==> config.mk <==
export PLATFORM = sky130hd
export DESIGN_NAME = encoder_tuned_pulse_generator
export DESIGN_NICKNAME = d
export VERILOG_FILES = /design/src/etpg_pkg.sv /design/src/etpg_ctrl.sv /design/src/etpg_dp.sv /design/src/encoder_tuned_pulse_generator.sv
export SDC_FILE = /design/constraint.sdc
export NUM_CORES = 1
export LEC_CHECK = 0
export BUFFER_PORTS_ARGS = -buffer_cell sky130_fd_sc_hd__clkbuf_2
export CORE_ASPECT_RATIO = 1.4
export CORE_UTILIZATION = 60
export CTS_CLUSTER_DIAMETER = 120
export DETAILED_ROUTE_END_ITERATION = 10
export PLACE_DENSITY = 0.78
export SYNTH_ARGS = -nofsm -noshare
export SYNTH_HDL_FRONTEND = slang
export SYNTH_HIERARCHICAL = 1
export SYNTH_SLANG_ARGS = --single-unit
==> constraint.sdc <==
create_clock -name clk -period 6.16 [get_ports clk]
set_input_delay 0.616 -clock clk [delete_from_list [all_inputs] [get_ports clk]]
set_output_delay 0.616 -clock clk [all_outputs]
set_load 0.005 [all_outputs]
==> src/etpg_pkg.sv <==
// shared types and constants of the encoder tuned pulse generator
`default_nettype none

package etpg_pkg;

    localparam int VAL_W      = 16;
    localparam int STEP_W     = 10;
    localparam int KONST_W    = 24;
    localparam int OP_W       = 2;
    localparam int CFG_IDX_W  = 3;
    localparam int CFG_DATA_W = 24;
    localparam int IN_DATA_W  = 8;
    localparam int IN_USER_W  = 3;

    localparam int SPEED_PRESCALE = 256;
    localparam int RPM_PRESCALE   = 1024;
    localparam int SPEED_PRE_W    = (SPEED_PRESCALE > 1) ? $clog2(SPEED_PRESCALE) : 1;
    localparam int RPM_PRE_W      = (RPM_PRESCALE > 1) ? $clog2(RPM_PRESCALE) : 1;
    localparam logic [SPEED_PRE_W-1:0] SPEED_PRE_LAST = SPEED_PRE_W'(SPEED_PRESCALE - 1);
    localparam logic [RPM_PRE_W-1:0]   RPM_PRE_LAST   = RPM_PRE_W'(RPM_PRESCALE - 1);

    localparam int DIV_CNT_W = $clog2(KONST_W);
    localparam logic [DIV_CNT_W-1:0] DIV_LAST = DIV_CNT_W'(KONST_W - 1);

    // result word layout
    localparam int OUT_SPEED_POS  = 2;
    localparam int OUT_RPM_POS    = OUT_SPEED_POS + VAL_W;
    localparam int OUT_ON_POS     = OUT_RPM_POS + VAL_W;
    localparam int OUT_FIELDS_W   = OUT_ON_POS + 2;
    localparam int OUT_W          = ((OUT_FIELDS_W + 7) / 8) * 8;

    // reset values
    localparam logic [VAL_W-1:0]   SPEED_VALUE_RST = 16'd20;
    localparam logic [VAL_W-1:0]   RPM_VALUE_RST   = 16'd800;
    localparam logic [VAL_W-1:0]   SPEED_TOP_RST   = 16'd2196;
    localparam logic [VAL_W-1:0]   RPM_TOP_RST     = 16'd194;
    localparam logic [VAL_W-1:0]   SPEED_MIN_RST   = 16'd1;
    localparam logic [VAL_W-1:0]   SPEED_MAX_RST   = 16'd180;
    localparam logic [STEP_W-1:0]  SPEED_STEP_RST  = 10'd1;
    localparam logic [VAL_W-1:0]   RPM_MIN_RST     = 16'd800;
    localparam logic [VAL_W-1:0]   RPM_MAX_RST     = 16'd8000;
    localparam logic [STEP_W-1:0]  RPM_STEP_RST    = 10'd100;
    localparam logic [KONST_W-1:0] SPEED_KONST_RST = 24'd43945;
    localparam logic [KONST_W-1:0] RPM_KONST_RST   = 24'd156250;

    typedef enum logic [OP_W-1:0] {
        OP_TICK   = 2'd0,
        OP_ENC    = 2'd1,
        OP_BUTTON = 2'd2,
        OP_NONE   = 2'd3
    } op_t;

    typedef enum logic [CFG_IDX_W-1:0] {
        REG_SPEED_MIN   = 3'd0,
        REG_SPEED_MAX   = 3'd1,
        REG_SPEED_STEP  = 3'd2,
        REG_RPM_MIN     = 3'd3,
        REG_RPM_MAX     = 3'd4,
        REG_RPM_STEP    = 3'd5,
        REG_SPEED_KONST = 3'd6,
        REG_RPM_KONST   = 3'd7
    } cfg_reg_t;

    typedef enum logic [1:0] {
        ST_IDLE,
        ST_DIV,
        ST_FIN
    } state_t;

    typedef struct packed {
        logic accept;
        logic div_step;
        logic finish;
        logic out_load;
    } dp_cmd_t;

    typedef struct packed {
        logic needs_div;
    } dp_status_t;

endpackage

`default_nettype wire

==> src/etpg_ctrl.sv <==
// controller state machine: handshakes, divide sequencing, result valid
`default_nettype none

module etpg_ctrl
    import etpg_pkg::*;
(
    input  wire logic       clk,
    input  wire logic       rst_n,
    input  wire logic       s_tvalid,
    output logic            s_tready,
    output logic            m_tvalid,
    input  wire logic       m_tready,
    input  wire dp_status_t status,
    output dp_cmd_t         cmd
);

    state_t                 state_reg, state_next;
    logic [DIV_CNT_W-1:0]   cnt_reg, cnt_next;
    logic                   valid_reg, valid_next;

    always_ff @(posedge clk or negedge rst_n)
    begin
        if (!rst_n)
        begin
            state_reg <= ST_IDLE;
            cnt_reg   <= '0;
            valid_reg <= 1'b0;
        end
        else
        begin
            state_reg <= state_next;
            cnt_reg   <= cnt_next;
            valid_reg <= valid_next;
        end
    end

    always_comb
    begin
        state_next = state_reg;
        cnt_next   = cnt_reg;
        cmd        = '0;
        s_tready   = 1'b0;
        case (state_reg)
            ST_IDLE:
            begin
                s_tready = !valid_reg || m_tready;
                if (s_tvalid && s_tready)
                begin
                    cmd.accept = 1'b1;
                    if (status.needs_div)
                    begin
                        state_next = ST_DIV;
                        cnt_next   = '0;
                    end
                    else
                    begin
                        cmd.out_load = 1'b1;
                    end
                end
            end
            ST_DIV:
            begin
                cmd.div_step = 1'b1;
                if (cnt_reg == DIV_LAST)
                begin
                    state_next = ST_FIN;
                end
                else
                begin
                    cnt_next = cnt_reg + 1'b1;
                end
            end
            ST_FIN:
            begin
                cmd.finish   = 1'b1;
                cmd.out_load = 1'b1;
                state_next   = ST_IDLE;
            end
            default:
            begin
                state_next = ST_IDLE;
            end
        endcase
        valid_next = cmd.out_load ? 1'b1 : (m_tready ? 1'b0 : valid_reg);
    end

    assign m_tvalid = valid_reg;

endmodule

`default_nettype wire

==> src/etpg_dp.sv <==
// datapath: channel state, limits, restoring divider and result register
`default_nettype none

module etpg_dp
    import etpg_pkg::*;
(
    input  wire logic                  clk,
    input  wire logic                  rst_n,
    input  wire dp_cmd_t               cmd,
    output dp_status_t                 status,
    input  wire logic [OP_W-1:0]       op,
    input  wire logic                  channel,
    input  wire logic                  enc_a,
    input  wire logic                  enc_b,
    input  wire logic                  cfg_write,
    input  wire logic [CFG_IDX_W-1:0]  cfg_index,
    input  wire logic [CFG_DATA_W-1:0] cfg_data,
    output logic [OUT_W-1:0]           out_data
);

    logic [VAL_W-1:0]       value_reg [2];
    logic [VAL_W-1:0]       value_next [2];
    logic [VAL_W-1:0]       top_reg [2];
    logic [VAL_W-1:0]       top_next [2];
    logic [VAL_W-1:0]       count_reg [2];
    logic [VAL_W-1:0]       count_next [2];
    logic                   level_reg [2];
    logic                   level_next [2];
    logic                   enabled_reg [2];
    logic                   enabled_next [2];
    logic [VAL_W-1:0]       vmin_reg [2];
    logic [VAL_W-1:0]       vmin_next [2];
    logic [VAL_W-1:0]       vmax_reg [2];
    logic [VAL_W-1:0]       vmax_next [2];
    logic [STEP_W-1:0]      step_reg [2];
    logic [STEP_W-1:0]      step_next [2];
    logic [KONST_W-1:0]     konst_reg [2];
    logic [KONST_W-1:0]     konst_next [2];
    logic [SPEED_PRE_W-1:0] speed_pre_reg, speed_pre_next;
    logic [RPM_PRE_W-1:0]   rpm_pre_reg, rpm_pre_next;
    logic                   sel_reg, sel_next;
    logic [KONST_W-1:0]     quo_reg, quo_next;
    logic [VAL_W-1:0]       rem_reg, rem_next;
    logic [VAL_W-1:0]       divisor_reg, divisor_next;
    logic [OUT_W-1:0]       out_reg, out_next;

    logic [VAL_W-1:0]       cur_v;
    logic [VAL_W-1:0]       cur_step;
    logic [VAL_W:0]         up_sum;
    logic [VAL_W-1:0]       up_v;
    logic [VAL_W-1:0]       dn_v;
    logic [VAL_W-1:0]       new_v;
    logic                   go_up;
    logic                   can_move;
    logic                   wrap [2];
    logic [VAL_W:0]         rem_shift;
    logic                   rem_ge;
    logic [KONST_W-1:0]     quo_m1;
    logic [VAL_W-1:0]       top_calc;

    always_ff @(posedge clk or negedge rst_n)
    begin
        if (!rst_n)
        begin
            value_reg[0]   <= SPEED_VALUE_RST;
            value_reg[1]   <= RPM_VALUE_RST;
            top_reg[0]     <= SPEED_TOP_RST;
            top_reg[1]     <= RPM_TOP_RST;
            count_reg[0]   <= '0;
            count_reg[1]   <= '0;
            level_reg[0]   <= 1'b0;
            level_reg[1]   <= 1'b0;
            enabled_reg[0] <= 1'b1;
            enabled_reg[1] <= 1'b1;
            vmin_reg[0]    <= SPEED_MIN_RST;
            vmin_reg[1]    <= RPM_MIN_RST;
            vmax_reg[0]    <= SPEED_MAX_RST;
            vmax_reg[1]    <= RPM_MAX_RST;
            step_reg[0]    <= SPEED_STEP_RST;
            step_reg[1]    <= RPM_STEP_RST;
            konst_reg[0]   <= SPEED_KONST_RST;
            konst_reg[1]   <= RPM_KONST_RST;
            speed_pre_reg  <= '0;
            rpm_pre_reg    <= '0;
            sel_reg        <= 1'b0;
        end
        else
        begin
            value_reg     <= value_next;
            top_reg       <= top_next;
            count_reg     <= count_next;
            level_reg     <= level_next;
            enabled_reg   <= enabled_next;
            vmin_reg      <= vmin_next;
            vmax_reg      <= vmax_next;
            step_reg      <= step_next;
            konst_reg     <= konst_next;
            speed_pre_reg <= speed_pre_next;
            rpm_pre_reg   <= rpm_pre_next;
            sel_reg       <= sel_next;
        end
    end

    always_ff @(posedge clk)
    begin
        quo_reg     <= quo_next;
        rem_reg     <= rem_next;
        divisor_reg <= divisor_next;
        out_reg     <= out_next;
    end

    // encoder step of the selected channel
    always_comb
    begin
        cur_v    = value_reg[channel];
        cur_step = VAL_W'(step_reg[channel]);
        go_up    = (enc_a == enc_b);
        up_sum   = {1'b0, cur_v} + {1'b0, cur_step};
        up_v     = up_sum[VAL_W] ? {VAL_W{1'b1}} : up_sum[VAL_W-1:0];
        dn_v     = (cur_step >= cur_v) ? VAL_W'(1) : cur_v - cur_step;
        new_v    = go_up ? up_v : dn_v;
        can_move = enabled_reg[channel]
                   && (go_up ? (cur_v < vmax_reg[channel]) : (cur_v > vmin_reg[channel]));
        status.needs_div = (op_t'(op) == OP_ENC) && can_move;
    end

    // divider step and top from quotient
    always_comb
    begin
        rem_shift = {rem_reg, quo_reg[KONST_W-1]};
        rem_ge    = rem_shift >= {1'b0, divisor_reg};
        quo_m1    = quo_reg - KONST_W'(1);
        if (quo_reg == '0)
        begin
            top_calc = '0;
        end
        else if (|quo_m1[KONST_W-1:VAL_W])
        begin
            top_calc = {VAL_W{1'b1}};
        end
        else
        begin
            top_calc = quo_m1[VAL_W-1:0];
        end
    end

    assign wrap[0] = (speed_pre_reg == SPEED_PRE_LAST);
    assign wrap[1] = (rpm_pre_reg == RPM_PRE_LAST);

    always_comb
    begin
        value_next     = value_reg;
        top_next       = top_reg;
        count_next     = count_reg;
        level_next     = level_reg;
        enabled_next   = enabled_reg;
        vmin_next      = vmin_reg;
        vmax_next      = vmax_reg;
        step_next      = step_reg;
        konst_next     = konst_reg;
        speed_pre_next = speed_pre_reg;
        rpm_pre_next   = rpm_pre_reg;
        sel_next       = sel_reg;
        quo_next       = quo_reg;
        rem_next       = rem_reg;
        divisor_next   = divisor_reg;

        if (cmd.accept)
        begin
            case (op_t'(op))
                OP_TICK:
                begin
                    if (enabled_reg[0])
                    begin
                        speed_pre_next = wrap[0] ? '0 : speed_pre_reg + 1'b1;
                    end
                    if (enabled_reg[1])
                    begin
                        rpm_pre_next = wrap[1] ? '0 : rpm_pre_reg + 1'b1;
                    end
                    for (int i = 0; i < 2; i++)
                    begin
                        if (enabled_reg[i] && wrap[i])
                        begin
                            if (count_reg[i] >= top_reg[i])
                            begin
                                count_next[i] = '0;
                                level_next[i] = !level_reg[i];
                            end
                            else
                            begin
                                count_next[i] = count_reg[i] + 1'b1;
                            end
                        end
                    end
                end
                OP_ENC:
                begin
                    if (can_move)
                    begin
                        value_next[channel] = new_v;
                        sel_next            = channel;
                        quo_next            = konst_reg[channel];
                        rem_next            = '0;
                        divisor_next        = (new_v == '0) ? VAL_W'(1) : new_v;
                    end
                end
                OP_BUTTON:
                begin
                    enabled_next[channel] = !enabled_reg[channel];
                end
                default:
                begin
                end
            endcase
        end

        if (cmd.div_step)
        begin
            quo_next = {quo_reg[KONST_W-2:0], rem_ge};
            rem_next = rem_ge ? VAL_W'(rem_shift - {1'b0, divisor_reg}) : rem_shift[VAL_W-1:0];
        end

        if (cmd.finish)
        begin
            top_next[sel_reg] = top_calc;
            if (count_reg[sel_reg] > top_calc)
            begin
                count_next[sel_reg] = '0;
            end
        end

        if (cfg_write)
        begin
            case (cfg_reg_t'(cfg_index))
                REG_SPEED_MIN:   vmin_next[0]  = cfg_data[VAL_W-1:0];
                REG_SPEED_MAX:   vmax_next[0]  = cfg_data[VAL_W-1:0];
                REG_SPEED_STEP:  step_next[0]  = cfg_data[STEP_W-1:0];
                REG_RPM_MIN:     vmin_next[1]  = cfg_data[VAL_W-1:0];
                REG_RPM_MAX:     vmax_next[1]  = cfg_data[VAL_W-1:0];
                REG_RPM_STEP:    step_next[1]  = cfg_data[STEP_W-1:0];
                REG_SPEED_KONST: konst_next[0] = cfg_data[KONST_W-1:0];
                REG_RPM_KONST:   konst_next[1] = cfg_data[KONST_W-1:0];
                default:
                begin
                end
            endcase
        end
    end

    // result word from the state after the item
    always_comb
    begin
        out_next = out_reg;
        if (cmd.out_load)
        begin
            out_next = {
                (OUT_W - OUT_FIELDS_W)'(0),
                enabled_next[1],
                enabled_next[0],
                value_next[1],
                value_next[0],
                level_next[1] & enabled_next[1],
                level_next[0] & enabled_next[0]
            };
        end
    end

    assign out_data = out_reg;

endmodule

`default_nettype wire

==> src/encoder_tuned_pulse_generator.sv <==
// top level of the encoder tuned pulse generator
//
// two-channel square-wave source for speed and tacho pulses. input words on
// s_tvalid/s_tready carry an op in s_tuser (tick, encoder edge, button) and
// the encoder phase levels in s_tdata. every accepted word gives exactly one
// result word on m_tvalid/m_tready with both pulse levels, both settings and
// both enable flags as they stand after the word.
// ticks, buttons and encoder edges that change nothing: the result is
// registered at accept and offered in the next cycle; the next word is taken
// in the same cycle as the result leaves, so one word per cycle is sustained
// while m_tready is high. an encoder edge that moves a setting runs the
// 24-bit restoring divider for the new period top, one quotient bit per
// cycle, then loads the result; no word is taken meanwhile.
// a stalled result holds in the output register; input is refused until it is
// taken or leaves in the cycle the next word enters.
// reset restores the default settings, limits and constants, both channels
// enabled with low pins. config words on cfg_valid are always taken.
`default_nettype none

module encoder_tuned_pulse_generator
    import etpg_pkg::*;
(
    input  wire logic                  clk,
    input  wire logic                  rst_n,
    input  wire logic                  s_tvalid,
    output logic                       s_tready,
    input  wire logic [IN_DATA_W-1:0]  s_tdata,   // enc_a, enc_b
    input  wire logic [IN_USER_W-1:0]  s_tuser,   // op[1:0], channel
    output logic                       m_tvalid,
    input  wire logic                  m_tready,
    // speed_pulse, tacho_pulse, speed_now, rpm_now, speed_on, tacho_on
    output logic [OUT_W-1:0]           m_tdata,
    input  wire logic                  cfg_valid,
    output logic                       cfg_ready,
    input  wire logic [CFG_IDX_W-1:0]  cfg_index,
    input  wire logic [CFG_DATA_W-1:0] cfg_data
);

    dp_cmd_t    cmd;
    dp_status_t status;

    assign cfg_ready = 1'b1;

    etpg_ctrl u_ctrl (
        .clk      (clk),
        .rst_n    (rst_n),
        .s_tvalid (s_tvalid),
        .s_tready (s_tready),
        .m_tvalid (m_tvalid),
        .m_tready (m_tready),
        .status   (status),
        .cmd      (cmd)
    );

    etpg_dp u_dp (
        .clk       (clk),
        .rst_n     (rst_n),
        .cmd       (cmd),
        .status    (status),
        .op        (s_tuser[OP_W-1:0]),
        .channel   (s_tuser[OP_W]),
        .enc_a     (s_tdata[0]),
        .enc_b     (s_tdata[1]),
        .cfg_write (cfg_valid && cfg_ready),
        .cfg_index (cfg_index),
        .cfg_data  (cfg_data),
        .out_data  (m_tdata)
    );

    a_accept_out_free: assert property (@(posedge clk) disable iff (!rst_n)
        (s_tvalid && s_tready) |-> (!m_tvalid || m_tready))
        else $error("word accepted while result register full");

    a_div_no_result: assert property (@(posedge clk) disable iff (!rst_n)
        (cmd.accept && status.needs_div) |=> (!m_tvalid && !s_tready))
        else $error("result or accept during divide");

    a_div_busy: assert property (@(posedge clk) disable iff (!rst_n)
        cmd.div_step |-> (!s_tready && !cmd.out_load))
        else $error("divider step overlaps accept or load");

    a_value_nonzero: assert property (@(posedge clk) disable iff (!rst_n)
        m_tvalid |-> ((m_tdata[OUT_RPM_POS-1:OUT_SPEED_POS] != '0)
                      && (m_tdata[OUT_ON_POS-1:OUT_RPM_POS] != '0)))
        else $error("setting reached zero");

endmodule

`default_nettype wire
==> results.py, run 1 <==
metrics = {
    "run": {
        "maxCapViolCount": 0,
    },
    "power_and_ir_drop": {
        "cellPowerDensity_nw_per_um2": 416,
        "p_leak_nw": 9.72,
        "peakVddDrop_mv": 0.289,
    },
    "clock_network": {
        "clock-sinks": 351,
        "cts_tree": "built",
        "postCtsSetupBuffers": 0,
        "clk-insertion-delay-late_ns": 0.53,
        "ctsHtreeMaxLevel": 2,
        "cts-root-buf": "clkbuf_16",
        "clk_pin_slew_worst_paths_ns": 0.06,
        "clk_path_buf_depth": 3,
        "cts_buffers": 36,
    },
    "place": {
        "port_buffers": 74,
        "post-dp-hpwl_mm": 32.2,
        "place_congestion": 0.945,
        "placedInstanceArea_um2": 20200,
        "dp.cells": 2132,
    },
    "finish": {
        "multi_input_area_um2": 9440,
        "drive_gt1_frac": 0.247,
        "syn_to_final_growth_pct": 10.2,
        "regArea_um2": 9310,
        "largest_register_ffs": 48,
        "fin_cells": 2195,
        "fin_area_um2": 21300,
        "nets": 1942,
        "antenna_cells": 0,
        "nFillCells": 2352,
    },
    "synth": {
        "synth-compound-area-share": 0.0952,
        "synth-edff-count": 92,
        "post-synth-top-area-cell": "dfrtp_1",
        "synthesis.area_um2": 19400,
        "synth_top_area_share": 0.271,
        "yosysMostFrequentCell": "mux2_2",
        "synthTopCellsByArea": "dfrtp_1 (27%), edfxtp_1 (14%), mux2_2 (12%)",
        "synth-xor-area-share": 0.0357,
        "yosys-top-cells-count": "mux2_2 (213), dfrtp_1 (210), ha_1 (121)",
        "syn_avg_cell_area_um2": 11.4,
        "synth-adder-area-share": 0.0812,
        "async_reset_ff_frac": 0.738,
        "yosysSeqAreaShare": 0.480,
        "synth.distinct_cells": 83,
        "synth_flop_cell": "dfrtp_1",
        "synth_mux_area_frac": 0.163,
        "yosys_warnings": 6,
        "synthSimpleGateAreaFrac": 0.110,
        "synth_top_family_by_area": "multiplexers",
        "syn-instance-count": 1707,
        "ys_ff_latch": 351,
    },
    "detailed_routing": {
        "routedWlPerCell_um": 20.4,
        "wl_mm": 44.7,
        "drc": 0,
        "num_vias": 13400,
        "via_per_inst": 6.11,
        "drtIter0Drc": 826,
        "ant_nets": 0,
        "drt_pass1_iterations": 5,
    },
    "timing": {
        "whs_ns": 0.0311,
        "timing.fmax_mhz": 173,
        "worst_pin_slew_ns": 1.21,
        "fin_worst_skew_ns": 0.0180,
        "period_needed_ns": 5.77,
        "max-slew-margin-rel": 0.192,
        "slew_violations": 0,
        "finalHoldViolations": 0,
        "rsz0062_at_grt": "no",
        "setup_tns_ns": 0,
        "fin_crit_sh": 0.937,
        "setup_violations": 0,
    },
    "global_routing": {
        "gr-usage-all-layers": 0.279,
        "grt_max_degree": 195,
        "grt_pass1_vias": 13900,
        "grt_pass1_wl_mm": 72.2,
        "grt_overflow": 0,
        "antenna_found_initial": 0,
    },
    "die": {
        "core_um2": 31700,
        "rows": 77,
        "pin_count": 86,
        "die_h_um": 215,
        "die_w_um": 154,
        "die_area_um2": 33000,
        "start_util": 0.611,
    },
    "setup_path": {
        "critical_path.max_fanout": 15,
        "reg2reg_to": "u_dp/count_reg[14]",
        "cp.required_ns": 6.60,
        "critPathLaunchType": "register",
        "worstRegToRegCells": 20,
        "rrSetupSlack_ns": 0.39,
        "end_kind": "register",
        "rr_startpoint": "u_dp/quo_reg[0]",
        "crit_arrival_ns": 6.21,
        "critPathKind": "reg2reg",
    },
    "status": {
        "status": "complete, no violations",
    },
    "min_path": {
        "min_path_type": "in2async",
    },
}
-- power breakdown --
part / internal (mW) / switching, mW
Sequential: 3.16 / 0.397
Clock: 1.28 / 0.895
Combinational: 1.30 / 1.85
-- worst max-delay path, cell delays in order (launching register included) --
cell       delay, ns
edfxtp_1        0.46
inv_1           0.10
ha_1            0.20
or3b_1          0.41
or4_4           0.47
nor4_4          0.24
and2b_1         0.21
nor2_1          0.05
a31oi_1         0.28
a221oi_4        0.16
a21oi_1         0.32
inv_1           0.09
ha_1            0.32
a21o_1          0.16
a21o_1          0.18
a211o_1         0.31
a2111oi_0       0.44
o22ai_1         0.14
o21ai_0         0.42
o21ai_1         0.47
nor2_1          0.23
-- layout make-up --
type,instances,area share
timing repair buffer,96,0.0268
sequential,351,0.436
tap,395,0.0232
multi-input combinational,1194,0.442
clock buffer,47,0.0470
clock inverter,16,0.00780
inverter,96,0.0169
-- how the worst max path moves through the flow --
stage                          from                 end  slack, ns  depth (start not counted)
floorplan                s_tuser[2]   u_dp/out_data[26]       1.04                         18
global placement    u_dp/quo_reg[0]  u_dp/count_reg[29]       0.61                         22
detailed placement  u_dp/quo_reg[0]  u_dp/count_reg[14]       0.36                         21
CTS                 u_dp/quo_reg[0]  u_dp/count_reg[26]       0.34                         22
global route        u_dp/quo_reg[0]   u_dp/count_reg[9]       0.03                         21
finish              u_dp/quo_reg[0]  u_dp/count_reg[14]       0.39                         20
-- cell families (layout without fill, tap and decap cells) --
family	count (synthesis)	in the layout
mux	289	289
compound gates	282	282
xor+xnor	79	79
other cells	2	5
buf+inv	165	255
simple gates	415	415
flops	351	351
fa+ha+maj	124	124
-- per-stage QoR --
stage / setup WS, ns / total power [mW] / util
floorplan: 1.04 / 5.74 / -
global placement: 0.612 / 6.56 / 0.636
detailed placement: 0.364 / 6.69 / 0.636
CTS: 0.337 / 8.91 / 0.673
global route: 0.0298 / 9.41 / 0.673
finish: 0.389 / 8.89 / 0.673
-- cells in the final DEF (no fill, tap or decap), types with 6 or more instances in the layout --
cell type	netlist	layout
a31oi_1	10	10
clkbuf_2	0	72
nand2b_1	17	17
nor3b_1	7	6
nor3_1	28	26
inv_1	95	95
o21a_1	15	15
nor2_1	109	108
xnor2_1	46	46
nand2_1	95	95
clkbuf_16	0	37
nand4_1	26	26
xor2_1	33	33
nor4_1	10	10
o211ai_1	6	6
nor2b_1	28	28
a211oi_1	10	10
buf_4	8	21
and2_1	12	12
and3_1	14	14
o21ai_0	82	82
mux2i_1	75	75
a21oi_1	58	58
nand4b_1	6	6
dfrtp_1	210	210
clkinv_2	0	6
edfxtp_1	92	92
nand3_1	32	32
dfstp_2	49	49
a21o_1	34	34
clkbuf_1	46	6
mux2_2	213	213
ha_1	121	121
-- what timing repair did --
action	4_1_cts	5_1_grt
endpoints found under the hold margin	0	0
resized for setup	0	1
hold buffers	0	0
endpoints found under the setup margin	0	29
-- metal layers --
layer	wire length (µm)	GRT usage	vias up
met3	1570	0.0360	120
met1	17200	0.312	6683
li1	-	-	6273
met2	24100	0.522	332
met5	0	0	-
met4	1860	0.124	0
Power figures use the tool's default switching activity.
==> run 2, diff against run 1 <==
--- a/config.mk
+++ b/config.mk
@@ -7,10 +7,9 @@
 export LEC_CHECK = 0
 export BUFFER_PORTS_ARGS = -buffer_cell sky130_fd_sc_hd__clkbuf_2
 export CORE_ASPECT_RATIO = 1.4
-export CORE_UTILIZATION = 60
-export CTS_CLUSTER_DIAMETER = 120
+export CORE_UTILIZATION = 40
+export CTS_CLUSTER_DIAMETER = 40
 export DETAILED_ROUTE_END_ITERATION = 10
-export PLACE_DENSITY = 0.78
 export SYNTH_ARGS = -nofsm -noshare
 export SYNTH_HDL_FRONTEND = slang
 export SYNTH_HIERARCHICAL = 1
==> run 2 against run 1 <==
Against the previous run:
- sequential share of layout area is 1.4 points lower
- non-clock buffer count is 1 lower
- largest power group unchanged
- worst hold slack better by 0.073 ns
- cell count is 12% higher
- worst setup slack better by 0.079 ns
==> results.py, run 2 (synthesis results as in run 1) <==
metrics = {
    "die": {
        "core_um2": 47900,
        "die_w_um": 188,
        "pin_count": 86,
        "start_util": 0.404,
        "die_area_um2": 49300,
        "rows": 95,
        "die_h_um": 262,
    },
    "detailed_routing": {
        "drt_pass1_iterations": 6,
        "via_per_inst": 5.36,
        "ant_nets": 0,
        "routedWlPerCell_um": 18.9,
        "wl_mm": 46.4,
        "drtIter0Drc": 510,
        "drc": 0,
        "num_vias": 13200,
    },
    "global_routing": {
        "grt_pass1_vias": 13600,
        "grt_max_degree": 111,
        "grt_overflow": 0,
        "antenna_found_initial": 1,
        "gr-usage-all-layers": 0.190,
        "grt_pass1_wl_mm": 73.6,
    },
    "finish": {
        "nFillCells": 4435,
        "regArea_um2": 9310,
        "syn_to_final_growth_pct": 13.9,
        "largest_register_ffs": 48,
        "layout_common_cells": "mux2_2 (213), dfrtp_1 (210), ha_1 (121), nor2_1 (108)",
        "fin_cells": 2458,
        "drive_gt1_frac": 0.259,
        "final_common_cell": "mux2_2",
        "antenna_cells": 0,
        "nets": 1954,
        "multi_input_area_um2": 9460,
    },
    "clock_network": {
        "postCtsSetupBuffers": 0,
        "hold_buffers": 0,
        "clk_pin_slew_worst_paths_ns": 0.05,
        "cts-root-buf": "clkbuf_16",
        "clock-sinks": 351,
        "clk-insertion-delay-late_ns": 0.59,
        "cts_tree": "built",
        "cts_buffers": 49,
        "post_cts_resize_count": 0,
        "clk_path_buf_depth": 3,
        "ctsHtreeMaxLevel": 2,
    },
    "timing": {
        "slew_violations": 0,
        "period_needed_ns": 5.69,
        "fin_worst_skew_ns": 0.0351,
        "timing.fmax_mhz": 176,
        "worst_slack_ns": 0.469,
        "setup_violations": 0,
        "whs_ns": 0.104,
        "fin_crit_sh": 0.924,
        "rsz0062_at_grt": "no",
        "setup_tns_ns": 0,
        "worst_pin_slew_ns": 1.14,
        "max-slew-margin-rel": 0.241,
        "finalHoldViolations": 0,
    },
    "place": {
        "pre_cts_ws_ns": 0.477,
        "port_buffers": 74,
        "dp.cells": 2366,
        "post-dp-hpwl_mm": 33.6,
        "place_congestion": 0.858,
    },
    "power_and_ir_drop": {
        "peakVddDrop_mv": 0.248,
        "p_total_mw": 9.43,
        "cellPowerDensity_nw_per_um2": 427,
        "p_leak_nw": 9.94,
        "internal_power_mw": 6.06,
        "p_sw_mw": 3.37,
        "combinationalPowerShare": 0.334,
        "swShare": 0.357,
        "pwr-share-clk": 0.288,
        "seq_power_share": 0.378,
    },
    "setup_path": {
        "critical_path.top_delay_family": "compound AO/OA/AOI/OAI gates",
        "worst-path-buf-inv": 2,
        "end_kind": "register",
        "crit_arrival_ns": 6.21,
        "slowest_stage": "a2111oi_0",
        "critical_path.max_fanout": 14,
        "crit_chain": "inv_1 -> ha_1 -> or3b_1 -> or4_4 -> nor4_4 -> and2b_1 -> nor2_1 -> a31oi_1 -> a221oi_4 -> a21oi_1 -> inv_1 -> ha_1 -> a21o_1 -> a21o_1 -> a211o_1 -> a2111oi_0 -> o22ai_1 -> o21ai_0 -> or2_2 -> nand2_1 -> nor2_1",
        "critPathLaunchType": "register",
        "cp_slowest_stage_delay_ns": 0.48,
        "cp.required_ns": 6.67,
        "critPathKind": "reg2reg",
    },
    "status": {
        "status": "complete, no violations",
    },
    "run": {
        "maxCapViolCount": 0,
    },
    "min_path": {
        "min_path_type": "in2async",
    },
}
## run 2: cell count changes in the layout (fill, tap and decap cells not counted), moves of 3 or more
cell       before  now
clkinv_8        0    3
inv_6           0   12
clkbuf_16      37   49
clkinv_4        1    6
## run 2: layer usage
metal	track usage	part of all wire	vias to the layer above
li1	-	-	6313
met1	0.217	0.40	6507
met2	0.344	0.52	255
met3	0.0335	0.036	101
met4	0.0835	0.039	2
met5	0	0.00024	-
## run 2: final timing paths
| check | startpoint | endpoint | slack (ns) | cells past startpoint |
|---|---|---|---|---|
| min | rst_n | u_dp/rpm_pre_reg[6] | 0.10 | 1 |
| max reg2reg | u_dp/quo_reg[0] | u_dp/count_reg[20] | 0.47 | 21 |
| min in group clk | cfg_data[19] | u_dp/konst_reg[43] | 0.29 | 2 |
| min reg2reg | u_dp/level_reg[0] | u_dp/level_reg[0] | 0.47 | 1 |
| max in group asynchronous | rst_n | u_dp/step_reg[15] | 4.48 | 2 |
| max | u_dp/quo_reg[0] | u_dp/count_reg[20] | 0.47 | 21 |
## run 2: worst reg2reg max path, cell delays in order, from the launching register on
cell and delay (ns):
edfxtp_1 0.46, inv_1 0.09, ha_1 0.17, or3b_1 0.41, or4_4 0.47, nor4_4 0.22, and2b_1 0.22, nor2_1 0.06
a31oi_1 0.26, a221oi_4 0.15, a21oi_1 0.29, inv_1 0.10, ha_1 0.32, a21o_1 0.16, a21o_1 0.17, a211o_1 0.29
a2111oi_0 0.48, o22ai_1 0.15, o21ai_0 0.42, or2_2 0.22, nand2_1 0.29, nor2_1 0.22
## run 2: cell type report
cell class,instances,share of cell area
Clock buffer,56,0.0576
Timing Repair Buffer,95,0.0256
Tap cell,630,0.0357
Sequential cell,351,0.422
Clock inverter,36,0.0147
Multi-Input combinational cell,1194,0.428
Inverter,96,0.0163
## run 2: power groups by stage
stage,clock network (mW),registers (mW),logic (mW)
final,2.72,3.56,3.15
after global routing,2.89,3.64,3.49
after CTS,2.81,3.57,3.16
after detailed placement,0,3.61,3.14
after global placement,0,3.58,3.08
after floorplan,0,3.47,2.28
## run 2: per-stage QoR
stage	utilization	area, µm²
4_1_cts	0.461	22100
3_5_place_dp	0.427	20500
2_1_floorplan	-	19400
6_report	0.461	22100
5_1_grt	0.461	22100
3_3_place_gp	0.427	20500
==> run 3, diff against run 2 <==
--- a/config.mk
+++ b/config.mk
@@ -7,10 +7,11 @@
 export LEC_CHECK = 0
 export BUFFER_PORTS_ARGS = -buffer_cell sky130_fd_sc_hd__clkbuf_2
 export CORE_ASPECT_RATIO = 1.4
+export CORE_MARGIN = 8
 export CORE_UTILIZATION = 40
+export CTS_BUF_LIST = sky130_fd_sc_hd__clkbuf_16
 export CTS_CLUSTER_DIAMETER = 40
 export DETAILED_ROUTE_END_ITERATION = 10
 export SYNTH_ARGS = -nofsm -noshare
 export SYNTH_HDL_FRONTEND = slang
-export SYNTH_HIERARCHICAL = 1
 export SYNTH_SLANG_ARGS = --single-unit
==> run 3 against run 2 <==
Against the previous run:
- clock skew down 0.024 ns
- fmax up 19%
- largest cell class unchanged
- sequential cell count unchanged
- global-route usage down 2.8 points
- combinational power down 4%
- critical path type is now in2reg
- core utilization down 0.11 points
- sequential share of layout area up 0.20 points
- wire length down 3.8%
==> results.py, run 3 <==
metrics = {
    "clock_network": {
        "ctsHtreeMaxLevel": 2,
        "hold_buffers": 0,
        "postCtsSetupBuffers": 0,
        "clk-insertion-delay-late_ns": 0.56,
        "post_cts_resize_count": 0,
        "cts-root-buf": "clkbuf_16",
        "clk_pin_slew_worst_paths_ns": 0.06,
        "clk_path_buf_depth": 3,
        "cts_buffers": 45,
        "cts_tree": "built",
        "clock-sinks": 351,
    },
    "finish": {
        "largest_register_ffs": 48,
        "antenna_cells": 0,
        "nFillCells": 4475,
        "nets": 1966,
        "drive_gt1_frac": 0.246,
        "final_common_cell": "dfrtp_1",
        "syn_to_final_growth_pct": 14.2,
        "final_util": 0.460,
        "regArea_um2": 9310,
        "multi_input_area_um2": 9380,
        "fin_area_um2": 22000,
        "layout_common_cells": "dfrtp_1 (210), mux2_2 (193), nand2_1 (142), ha_1 (121), o21ai_0 (96)",
    },
    "global_routing": {
        "antenna_found_initial": 1,
        "grt_overflow": 0,
        "gr-usage-all-layers": 0.161,
        "grt_max_degree": 106,
        "grt_pass1_vias": 13700,
        "grt_pass1_wl_mm": 73.2,
    },
    "timing": {
        "worst_slack_ns": 1.38,
        "finalHoldViolations": 0,
        "setup_violations": 0,
        "period_needed_ns": 4.78,
        "timing.fmax_mhz": 209,
        "rsz0062_at_grt": "no",
        "slew_violations": 0,
        "setup_tns_ns": 0,
        "worst_pin_slew_ns": 1.10,
        "fin_worst_skew_ns": 0.0110,
        "max-slew-margin-rel": 0.261,
        "fin_crit_sh": 0.776,
    },
    "min_path": {
        "min_path_type": "in2async",
    },
    "setup_path": {
        "slowest_stage": "or4_1",
        "end_kind": "register",
        "critical_path.top_delay_family": "compound AO/OA/AOI/OAI gates",
        "cp.required_ns": 6.53,
        "worst-path-buf-inv": 3,
        "crit_arrival_ns": 5.15,
        "crit_chain": "buf_4 -> buf_4 -> mux2i_1 -> ha_1 -> inv_1 -> a2111oi_4 -> a211oi_1 -> o211ai_1 -> or2_1 -> a41oi_1 -> or4_1 -> or4_1 -> o41ai_2",
        "critPathKind": "in2reg",
        "critical_path.max_fanout": 36,
        "cp_slowest_stage_delay_ns": 0.58,
        "critPathLaunchType": "input port",
    },
    "detailed_routing": {
        "routedWlPerCell_um": 18.1,
        "drtIter0Drc": 575,
        "num_vias": 13200,
        "via_per_inst": 5.37,
        "drt_pass1_iterations": 5,
        "ant_nets": 0,
        "wl_mm": 44.7,
        "drc": 0,
    },
    "synth": {
        "synth.distinct_cells": 82,
        "syn_avg_cell_area_um2": 11.2,
        "yosys_warnings": 0,
        "synth_flop_cell": "dfrtp_1",
        "ys_ff_latch": 351,
        "synth_top_area_share": 0.273,
        "yosys-top-cells-count": "dfrtp_1 (210), mux2_2 (193), nand2_1 (142)",
        "syn-instance-count": 1717,
        "yosysSeqAreaShare": 0.484,
        "yosysMostFrequentCell": "dfrtp_1",
        "async_reset_ff_frac": 0.738,
        "synthesis.area_um2": 19200,
        "post-synth-top-area-cell": "dfrtp_1",
        "synthTopCellsByArea": "dfrtp_1 (27%), edfxtp_1 (14%), mux2_2 (11%)",
        "synth-edff-count": 92,
    },
    "place": {
        "post-dp-hpwl_mm": 32.8,
        "pre_cts_ws_ns": 0.860,
        "place_congestion": 0.868,
        "placedInstanceArea_um2": 20400,
        "port_buffers": 74,
    },
    "die": {
        "die_area_um2": 55500,
        "pin_count": 86,
        "start_util": 0.402,
        "rows": 95,
        "die_h_um": 275,
        "core_um2": 47800,
        "die_w_um": 201,
    },
    "power_and_ir_drop": {
        "p_leak_nw": 9.81,
        "cellPowerDensity_nw_per_um2": 422,
        "peakVddDrop_mv": 0.260,
        "p_total_mw": 9.27,
    },
    "status": {
        "status": "complete, no violations",
    },
    "run": {
        "maxCapViolCount": 0,
    },
}
## run 3: path summary, 6_finish.rpt
| path | to | cells past startpoint | slack [ns] | from |
|---|---|---|---|---|
| worst max-delay path | u_dp.divisor_reg[0] | 13 | 1.38 | s_tuser[2] |
| worst min-delay path | u_dp.rpm_pre_reg[6] | 1 | 0.09 | rst_n |
| worst max register to register | u_dp.count_reg[20] | 19 | 1.40 | u_dp.quo_reg[4] |
| worst min register to register | u_dp.level_reg[1] | 1 | 0.46 | u_dp.level_reg[1] |
| max in group asynchronous | u_dp.top_reg[11] | 2 | 4.80 | rst_n |
| min in group clk | u_dp.konst_reg[41] | 2 | 0.31 | cfg_data[17] |
## run 3: area by class of cell
type | count | share of cell area
clock buffer | 47 | 0.0535
clock inverter | 37 | 0.0174
inverter | 84 | 0.0144
multi-input combinational | 1215 | 0.427
sequential | 351 | 0.424
tap | 630 | 0.0359
timing repair buffer | 102 | 0.0281
## run 3: logic make-up (layout without fill, tap and decap cells)
kind of cell               after synthesis  after routing  synth area share
adders and majority gates              124            124            0.0818
muxes                                  264            264             0.150
and+or+nand+nor                        454            454             0.116
DFF                                    351            351             0.484
buffers and inverters                  154            270            0.0323
other                                    2              5          0.000390
AOI/OAI and AO/OA                      298            298             0.104
xor gates and xnor gates                70             70            0.0319
## run 3: layer usage
layer / up-vias / GRT usage / part of all wire / wire length, µm
met4: 2 / 0.0583 / 0.031 / 1380
li1: 6387 / - / - / -
met5: - / 0 / 0.00029 / 13
met3: 73 / 0.0228 / 0.035 / 1560
met1: 6566 / 0.187 / 0.41 / 18100
met2: 211 / 0.300 / 0.53 / 23600
## run 3: worst reg2reg max path: cells and delay by family (launching register included)
family	cells	cell delay [ns]
AO/OA/AOI/OAI	8	1.16
adder cells (fa/ha/maj)	1	0.27
buffers and inverters	1	0.19
flip-flops	1	0.45
AND/OR/NAND/NOR	9	2.61
## run 3: metrics by stage
stage               instances  hold WS (ns)
finish                   2466        0.0900
detailed placement       2382         0.449
CTS                      2466         0.133
global route             2466         0.175
floorplan                1720         0.320
global placement         2382         0.452
## run 3: power by group
part | internal (mW) | leakage, nW | switching (mW) | total [mW]
clock network | 1.62 | 0.756 | 1.07 | 2.69
logic | 1.26 | 4.96 | 1.76 | 3.03
registers | 3.19 | 4.10 | 0.372 | 3.56
